==> src/design/ufdtd_pkg.sv <==
// ----------------------------------------------------------------------------
// ufdtd_pkg
// shared types, constants and decode helpers for the frame deframer
// ----------------------------------------------------------------------------
`default_nettype none

package ufdtd_pkg;

   localparam int unsigned ByteWidth  = 8;
   localparam int unsigned TouchWidth = 2;
   localparam int unsigned CsrIdxWidth = 2;
   localparam int unsigned RspDataWidth = 24;

   localparam logic [ByteWidth-1:0] SyncFirstReset    = 8'h55;
   localparam logic [ByteWidth-1:0] SyncSecondReset   = 8'hAA;
   localparam logic [ByteWidth-1:0] TrailerValueReset = 8'h45;
   localparam logic [ByteWidth-1:0] MaxPayloadReset   = 8'd23;
   localparam logic [ByteWidth-1:0] SyncSecondMask    = 8'hFE;

   typedef enum logic [CsrIdxWidth-1:0] {
      CSR_SYNC_FIRST    = 2'd0,
      CSR_SYNC_SECOND   = 2'd1,
      CSR_TRAILER_VALUE = 2'd2,
      CSR_MAX_PAYLOAD   = 2'd3
   } csr_index_type;

   typedef enum logic [2:0] {
      PH_IDLE    = 3'd0,
      PH_SYNC2   = 3'd1,
      PH_TYPE    = 3'd2,
      PH_LENGTH  = 3'd3,
      PH_PAYLOAD = 3'd4,
      PH_TRAILER = 3'd5
   } phase_type;

   typedef enum logic [TouchWidth-1:0] {
      TOUCH_EV_LEFT  = 2'd0,
      TOUCH_EV_RIGHT = 2'd1,
      TOUCH_NONE     = 2'd2
   } touch_type;

   localparam logic [ByteWidth-1:0] TypeUp    = 8'd0;
   localparam logic [ByteWidth-1:0] TypeDown  = 8'd1;
   localparam logic [ByteWidth-1:0] TypeLeft  = 8'd2;
   localparam logic [ByteWidth-1:0] TypeRight = 8'd3;

   typedef struct packed {
      logic [ByteWidth-1:0] sync_first;
      logic [ByteWidth-1:0] sync_second;
      logic [ByteWidth-1:0] trailer_value;
      logic [ByteWidth-1:0] max_payload;
   } cfg_type;

   typedef struct packed {
      logic                 frame_good;
      logic [ByteWidth-1:0] packet_type;
      logic [ByteWidth-1:0] payload_length;
      touch_type            touch_event;
   } result_type;

   function automatic touch_type touch_of_type(input logic [ByteWidth-1:0] t);
      touch_type r;
      case (t)
         TypeUp:    r = TOUCH_EV_RIGHT;
         TypeRight: r = TOUCH_EV_RIGHT;
         TypeDown:  r = TOUCH_EV_LEFT;
         TypeLeft:  r = TOUCH_EV_LEFT;
         default:   r = TOUCH_NONE;
      endcase
      return r;
   endfunction

endpackage

`default_nettype wire

==> src/design/ufdtd_csr.sv <==
// ----------------------------------------------------------------------------
// ufdtd_csr
// configuration registers, written through the plain write port
// ----------------------------------------------------------------------------
`default_nettype none

module ufdtd_csr (
   input  wire logic                                  clock,
   input  wire logic                                  reset,
   input  wire logic                                  csr_we,
   input  wire logic [ufdtd_pkg::CsrIdxWidth-1:0]     csr_index,
   input  wire logic [ufdtd_pkg::ByteWidth-1:0]       csr_wdata,
   output ufdtd_pkg::cfg_type                         cfg
);

   ufdtd_pkg::cfg_type cfg_ff;
   ufdtd_pkg::cfg_type cfg_in;

   always_comb begin
      cfg_in = cfg_ff;
      if (csr_we) begin
         case (ufdtd_pkg::csr_index_type'(csr_index))
            ufdtd_pkg::CSR_SYNC_FIRST:    cfg_in.sync_first    = csr_wdata;
            ufdtd_pkg::CSR_SYNC_SECOND:   cfg_in.sync_second   = csr_wdata;
            ufdtd_pkg::CSR_TRAILER_VALUE: cfg_in.trailer_value = csr_wdata;
            ufdtd_pkg::CSR_MAX_PAYLOAD:   cfg_in.max_payload   = csr_wdata;
            default: ;
         endcase
      end
   end

   always_ff @(posedge clock) begin
      if (reset) begin
         cfg_ff.sync_first    <= ufdtd_pkg::SyncFirstReset;
         cfg_ff.sync_second   <= ufdtd_pkg::SyncSecondReset;
         cfg_ff.trailer_value <= ufdtd_pkg::TrailerValueReset;
         cfg_ff.max_payload   <= ufdtd_pkg::MaxPayloadReset;
      end else begin
         cfg_ff <= cfg_in;
      end
   end

   assign cfg = cfg_ff;

endmodule

`default_nettype wire

==> src/design/ufdtd_parser.sv <==
// ----------------------------------------------------------------------------
// ufdtd_parser
// input byte register and frame state machine, one byte per cycle while a trailer byte is not held by res_ready
// ----------------------------------------------------------------------------
`default_nettype none

module ufdtd_parser (
   input  wire logic                              clock,
   input  wire logic                              reset,
   input  wire logic                              in_valid,
   output      logic                              in_ready,
   input  wire logic [ufdtd_pkg::ByteWidth-1:0]   in_byte,
   input  wire ufdtd_pkg::cfg_type                cfg,
   output      logic                              res_valid,
   input  wire logic                              res_ready,
   output ufdtd_pkg::result_type                  res
);

   logic                            byte_valid_ff;
   logic                            byte_valid_in;
   logic [ufdtd_pkg::ByteWidth-1:0] byte_ff;

   ufdtd_pkg::phase_type            phase_ff;
   ufdtd_pkg::phase_type            phase_in;
   logic [ufdtd_pkg::ByteWidth-1:0] sync2_ff;
   logic [ufdtd_pkg::ByteWidth-1:0] sync2_in;
   logic [ufdtd_pkg::ByteWidth-1:0] type_ff;
   logic [ufdtd_pkg::ByteWidth-1:0] type_in;
   logic [ufdtd_pkg::ByteWidth-1:0] length_ff;
   logic [ufdtd_pkg::ByteWidth-1:0] length_in;
   logic [ufdtd_pkg::ByteWidth-1:0] count_ff;
   logic [ufdtd_pkg::ByteWidth-1:0] count_in;

   logic                            emits;
   logic                            advance;
   logic [ufdtd_pkg::ByteWidth-1:0] count_next;
   logic                            good;

   assign emits      = byte_valid_ff && (phase_ff == ufdtd_pkg::PH_TRAILER);
   assign advance    = byte_valid_ff && (!emits || res_ready);
   assign in_ready   = !byte_valid_ff || advance;
   assign count_next = count_ff + 8'd1;
   assign good       = (byte_ff == cfg.trailer_value);

   assign res_valid          = emits;
   assign res.frame_good     = good;
   assign res.packet_type    = type_ff;
   assign res.payload_length = length_ff;
   assign res.touch_event    = good ? ufdtd_pkg::touch_of_type(type_ff)
                                    : ufdtd_pkg::TOUCH_NONE;

   always_comb begin
      byte_valid_in = byte_valid_ff;
      if (in_ready) begin
         byte_valid_in = in_valid;
      end
   end

   always_comb begin
      phase_in  = phase_ff;
      sync2_in  = sync2_ff;
      type_in   = type_ff;
      length_in = length_ff;
      count_in  = count_ff;
      if (advance) begin
         case (phase_ff)
            ufdtd_pkg::PH_IDLE: begin
               if (byte_ff == cfg.sync_first) begin
                  phase_in = ufdtd_pkg::PH_SYNC2;
               end
            end
            ufdtd_pkg::PH_SYNC2: begin
               sync2_in = byte_ff;
               phase_in = ufdtd_pkg::PH_TYPE;
            end
            ufdtd_pkg::PH_TYPE: begin
               type_in  = byte_ff;
               phase_in = ufdtd_pkg::PH_LENGTH;
            end
            ufdtd_pkg::PH_LENGTH: begin
               length_in = byte_ff;
               if (((sync2_ff & ufdtd_pkg::SyncSecondMask) != cfg.sync_second) ||
                   (byte_ff > cfg.max_payload)) begin
                  phase_in = ufdtd_pkg::PH_IDLE;
               end else if (byte_ff == '0) begin
                  phase_in = ufdtd_pkg::PH_TRAILER;
               end else begin
                  count_in = '0;
                  phase_in = ufdtd_pkg::PH_PAYLOAD;
               end
            end
            ufdtd_pkg::PH_PAYLOAD: begin
               count_in = count_next;
               if (count_next == length_ff) begin
                  phase_in = ufdtd_pkg::PH_TRAILER;
               end
            end
            ufdtd_pkg::PH_TRAILER: begin
               phase_in = ufdtd_pkg::PH_IDLE;
            end
            default: begin
               phase_in = ufdtd_pkg::PH_IDLE;
            end
         endcase
      end
   end

   always_ff @(posedge clock) begin
      if (reset) begin
         byte_valid_ff <= 1'b0;
         phase_ff      <= ufdtd_pkg::PH_IDLE;
         sync2_ff      <= '0;
         type_ff       <= '0;
         length_ff     <= '0;
         count_ff      <= '0;
      end else begin
         byte_valid_ff <= byte_valid_in;
         phase_ff      <= phase_in;
         sync2_ff      <= sync2_in;
         type_ff       <= type_in;
         length_ff     <= length_in;
         count_ff      <= count_in;
      end
   end

   always_ff @(posedge clock) begin
      if (in_ready && in_valid) begin
         byte_ff <= in_byte;
      end
   end

endmodule

`default_nettype wire

==> src/design/ufdtd_out_reg.sv <==
// ----------------------------------------------------------------------------
// ufdtd_out_reg
// result register holding one finished frame summary for the rsp side
// ----------------------------------------------------------------------------
`default_nettype none

module ufdtd_out_reg (
   input  wire logic                                  clock,
   input  wire logic                                  reset,
   input  wire logic                                  res_valid,
   output      logic                                  res_ready,
   input  wire ufdtd_pkg::result_type                 res,
   output      logic                                  rsp_tvalid,
   input  wire logic                                  rsp_tready,
   output      logic [ufdtd_pkg::RspDataWidth-1:0]    rsp_tdata
);

   logic                  valid_ff;
   logic                  valid_in;
   ufdtd_pkg::result_type data_ff;

   assign res_ready = !valid_ff || rsp_tready;

   always_comb begin
      valid_in = valid_ff;
      if (res_ready) begin
         valid_in = res_valid;
      end
   end

   always_ff @(posedge clock) begin
      if (reset) begin
         valid_ff <= 1'b0;
      end else begin
         valid_ff <= valid_in;
      end
   end

   always_ff @(posedge clock) begin
      if (res_ready && res_valid) begin
         data_ff <= res;
      end
   end

   assign rsp_tvalid = valid_ff;
   assign rsp_tdata  = {5'd0, data_ff.touch_event, data_ff.payload_length,
                        data_ff.packet_type, data_ff.frame_good};

endmodule

`default_nettype wire

==> src/design/uart_frame_deframer_touch_decode.sv <==
// ----------------------------------------------------------------------------
// uart_frame_deframer_touch_decode
// length-prefixed frame deframer for a received byte stream with touch decode
// ----------------------------------------------------------------------------
//  port group  dir  contents
//  req_*       in   one received byte per beat
//  rsp_*       out  one summary beat per frame that reaches its trailer byte
//  csr_*       in   register writes: sync_first, sync_second, trailer, max
//
//  one byte per cycle while rsp does not hold back a trailer byte; a byte is held
//  in the input register and its result, if any, is then registered in the output register for rsp
//  the frame state machine advances once per byte, set by the input register
//  a stalled rsp side holds back a trailer byte and the bytes behind it; earlier bytes keep flowing
//  synchronous reset restores register defaults and returns to idle
// ----------------------------------------------------------------------------
`default_nettype none

module uart_frame_deframer_touch_decode (
   input  wire logic                                  clock,
   input  wire logic                                  reset,
   input  wire logic                                  req_tvalid,
   output      logic                                  req_tready,
   input  wire logic [ufdtd_pkg::ByteWidth-1:0]       req_tdata,  // rx_byte
   output      logic                                  rsp_tvalid,
   input  wire logic                                  rsp_tready,
   // frame_good, packet_type, payload_length, touch_event, zero pad
   output      logic [ufdtd_pkg::RspDataWidth-1:0]    rsp_tdata,
   input  wire logic                                  csr_we,
   input  wire logic [ufdtd_pkg::CsrIdxWidth-1:0]     csr_index,
   input  wire logic [ufdtd_pkg::ByteWidth-1:0]       csr_wdata
);

   ufdtd_pkg::cfg_type    cfg;
   ufdtd_pkg::result_type res;
   logic                  res_valid;
   logic                  res_ready;

   ufdtd_csr u_csr (
      .clock     (clock),
      .reset     (reset),
      .csr_we    (csr_we),
      .csr_index (csr_index),
      .csr_wdata (csr_wdata),
      .cfg       (cfg)
   );

   ufdtd_parser u_parser (
      .clock     (clock),
      .reset     (reset),
      .in_valid  (req_tvalid),
      .in_ready  (req_tready),
      .in_byte   (req_tdata),
      .cfg       (cfg),
      .res_valid (res_valid),
      .res_ready (res_ready),
      .res       (res)
   );

   ufdtd_out_reg u_out_reg (
      .clock      (clock),
      .reset      (reset),
      .res_valid  (res_valid),
      .res_ready  (res_ready),
      .res        (res),
      .rsp_tvalid (rsp_tvalid),
      .rsp_tready (rsp_tready),
      .rsp_tdata  (rsp_tdata)
   );

endmodule

`default_nettype wire
==> config.mk <==
export PLATFORM = sky130hd
export DESIGN_NAME = uart_frame_deframer_touch_decode
export DESIGN_NICKNAME = d
export VERILOG_FILES = /design/src/design/ufdtd_pkg.sv /design/src/design/ufdtd_csr.sv /design/src/design/ufdtd_parser.sv /design/src/design/ufdtd_out_reg.sv /design/src/design/uart_frame_deframer_touch_decode.sv
export SDC_FILE = /design/constraint.sdc
export NUM_CORES = 1
export LEC_CHECK = 0
export BUFFER_PORTS_ARGS = -buffer_cell sky130_fd_sc_hd__buf_2
export CAP_MARGIN = 20
export CORE_UTILIZATION = 34
export CTS_CLUSTER_DIAMETER = 150
export DETAILED_ROUTE_END_ITERATION = 6
export GPL_ROUTABILITY_DRIVEN = 0
export GPL_TIMING_DRIVEN = 1
export PLACE_DENSITY = 0.59
export SLEW_MARGIN = 20
export SYNTH_ARGS = -nofsm -noshare
export SYNTH_HDL_FRONTEND = slang
export SYNTH_SLANG_ARGS = --single-unit
==> constraint.sdc <==
create_clock -name clock -period 2.5 [get_ports clock]
set_input_delay 0.5 -clock clock [delete_from_list [all_inputs] [get_ports clock]]
set_output_delay 0.5 -clock clock [all_outputs]
set_load 0.02 [all_outputs]
==> run summary <==
Wire length per cell -> 14.7 um
DP HPWL -> 6870 um
Hold crit path type -> in2reg
Synth async-reset ratio -> 0
Mapped Avg Cell Area -> 9.83 um2
Synth area leaders -> dfxtp_1 32%, edfxtp_1 19%, mux2i_1 5.6%
Total number of yosys warnings -> 0
Die width -> 114 um
Power Dens Cells -> 639 mW/mm2
Relative slew slack -> 0.556
Initial core utilization -> 0.351
Drt initial violations -> 163
Period minus WS final -> 2.13 ns
CTS tree -> yes
Switching Fraction -> 0.246
LEAKAGE -> 0.00187 uW
I/O Pins -> 49
Post-synth design cell area -> 0.00426 mm2
Die height -> 114 um
Worst VDD drop -> 0.000363 V
Clock transition at path regs -> 0.07 ns
Postcts setup bufs -> 0
Buf+Inv Stages, Crit Path -> 1
Setup violations, final -> 0
# rows -> 40
Clock share of power -> 0.426
Max layer used -> met4
Comb pwr share -> 0.061
Drt via density -> 4.84
I/O Buffers -> 43
Worst path max stage delay -> 0.58 ns
Fin util -> 0.410
Detail Route Antenna Nets -> 0
Grt ovf -> 0
Diodes inserted -> 0
Run status -> finished clean
Slew at the pin closest to its max-slew limit -> 0.664 ns
Crit path kind -> reg2out
Final Cycle Share -> 0.852
Library cells used by synthesis -> 49
Psw -> 781 uW
DR WL met2 -> 4370 um
Fraction of layout cells with a size suffix above 1 -> 0.176
Sequential share of power -> 0.514
Number of global-route vias before repair -> 3008
Area of the multi-input gates -> 0.00190 mm2
Fin Hold WS -> 0.334 ns
Post-synth EDFFs -> 27
Cells after Synth -> 433
Final Max Tran Viols -> 0
# hold bufs at CTS -> 0
Delay-heaviest family, CP -> flip-flops
Count leader, synth -> dfxtp_1
#FFs+latches synth -> 95
Met3 routed WL -> 459 um
Fillcell total -> 1220
Critical path arrival -> 1.63 ns
Die ar. -> 0.0130 mm2
Initial antenna violation count -> 0
Drt pass-1 iters -> 4
Most frequent cells after synthesis -> 68 x dfxtp_1, 51 x nand2_1, 41 x nor2_1
Predominant post-synthesis flop cell -> dfxtp_1
Final Hold Viols -> 0
Area Overhead vs Synth -> 16.7%
DP Area -> 0.00467 mm2
Setup TNS -> 0 ns
Total GRT Usage -> 0.156
CP startpoint kind -> flop
Fin nets -> 504
First-pass GRT wire length -> 15700 um
Worst Path Required -> 2.00 ns
Internal power -> 2390 uW
CP endpoint kind -> primary output
Max cap viols -> 0
Clk_skew -> 0.00535 ns
Max Fclk -> 0.469 GHz
Tot Pwr -> 3170 uW
Register area -> 0.00217 mm2
Worst-path fanout max -> 13
TritonCTS Buffers -> 9
Largest net degree at the start of global routing -> 36
Post-synth top area cell -> dfxtp_1
Clk root buf -> clkbuf_16
Unrepaired setup endpoints after global routing -> no
Routed length on met1 -> 4520 um
Design Area, Final -> 0.00496 mm2
Routed WL -> 9470 um
Crit path cell chain -> nand4b_1 > or2_2 > buf_2
Resize count post-CTS -> 0
Placeable core region -> 0.0121 mm2
Vias -> 3123
Clock sinks -> 95
Post-synth top area share -> 0.320
Clock buffer depth -> 2
H-tree levels -> 3
Drc violations -> 0
Crit path max-delay cell type -> dfxtp_1
Skew-Pair Late Insertion Delay -> 0.34 ns
Seq/Total Area, Yosys -> 0.510
[layout by cell type, fill, tap and decap left out, types with 2 or more instances in the layout]
cell type	instances
o21ai_0	6
inv_1	16
buf_4	14
nand3_1	10
or3_1	2
ha_1	9
nor3_1	2
or2_2	3
nand4_1	9
o211ai_1	2
nor4_1	5
a21oi_1	29
nor3b_1	3
xor2_1	12
edfxtp_1	27
inv_8	2
buf_2	43
conb_1	5
nand4b_1	3
a211o_1	14
nand2_1	51
nor2_1	41
clkbuf_16	9
xnor2_1	22
nor2b_1	7
inv_6	2
dfxtp_1	68
a21o_1	3
nor4bb_2	2
mux2i_1	24
a311oi_1	2
clkinv_4	2
nand2b_1	2
a31oi_1	4
nand3b_1	5
[power by group through the flow]
| stage | clock, uW | combinational (uW) | sequential (uW) |
|---|---|---|---|
| 2_1_floorplan | 0 | 135 | 1650 |
| 6_report | 1350 | 192 | 1630 |
| 3_5_place_dp | 0 | 193 | 1670 |
| 5_1_grt | 1450 | 215 | 1630 |
| 4_1_cts | 1390 | 194 | 1630 |
| 3_3_place_gp | 0 | 190 | 1660 |
[kinds of logic after synthesis]
kind of cell	synth area share
AND/OR/NAND/NOR	0.185
flip-flops	0.510
AO/OA/AOI/OAI	0.0994
buffers and inverters	0.0488
XOR/XNOR	0.0700
multiplexers	0.0591
adder cells (fa/ha/maj)	0.0265
other	0.000881
[sequential cells by signal (all words and copies together), names as in the netlist]
signal and count:
u_out_reg.rsp_tvalid 1, u_parser.length_ff 8, u_parser.phase_ff 3, u_parser.byte_ff 8, u_parser.count_ff 8, u_csr.cfg 32, u_out_reg.rsp_tdata 19, u_parser.type_ff 8
u_parser.sync2_ff 7, u_parser.byte_valid_ff 1
[metal layers]
metal	track usage	vias to the layer above
li1	-	1579
met1	0.211	1454
met4	0.0494	0
met3	0.0319	7
met2	0.252	83
met5	0	-
[final timing paths]
path | endpoint | slack (ns) | cells after the start | from
setup / recovery | req_tready | 0.37 | 3 | u_parser.phase_ff[2]$_SDFFE_PP0P_
hold / removal | u_parser.byte_ff[0]$_DFFE_PP_ | 0.33 | 1 | req_tdata[0]
setup reg to reg | u_parser.count_ff[6]$_SDFFE_PP0P_ | 0.37 | 7 | u_parser.byte_ff[4]$_DFFE_PP_
hold reg to reg | u_csr.cfg[3]$_SDFFE_PP0P_ | 0.46 | 2 | u_csr.cfg[3]$_SDFFE_PP0P_
[metrics by stage]
step	setup WS, ns	instances
2_1_floorplan	0.502	437
3_3_place_gp	0.453	629
3_5_place_dp	0.410	629
4_1_cts	0.359	645
5_1_grt	0.245	645
6_report	0.369	645
[cell type report]
type | instances | share of cell area
Timing Repair Buffer | 57 | 0.0645
Clock buffer | 9 | 0.0454
Multi-Input combinational cell | 293 | 0.383
Tap cell | 168 | 0.0423
Clock inverter | 7 | 0.0149
Inverter | 16 | 0.0121
Sequential cell | 95 | 0.437
(Power assumes the default switching activity.)
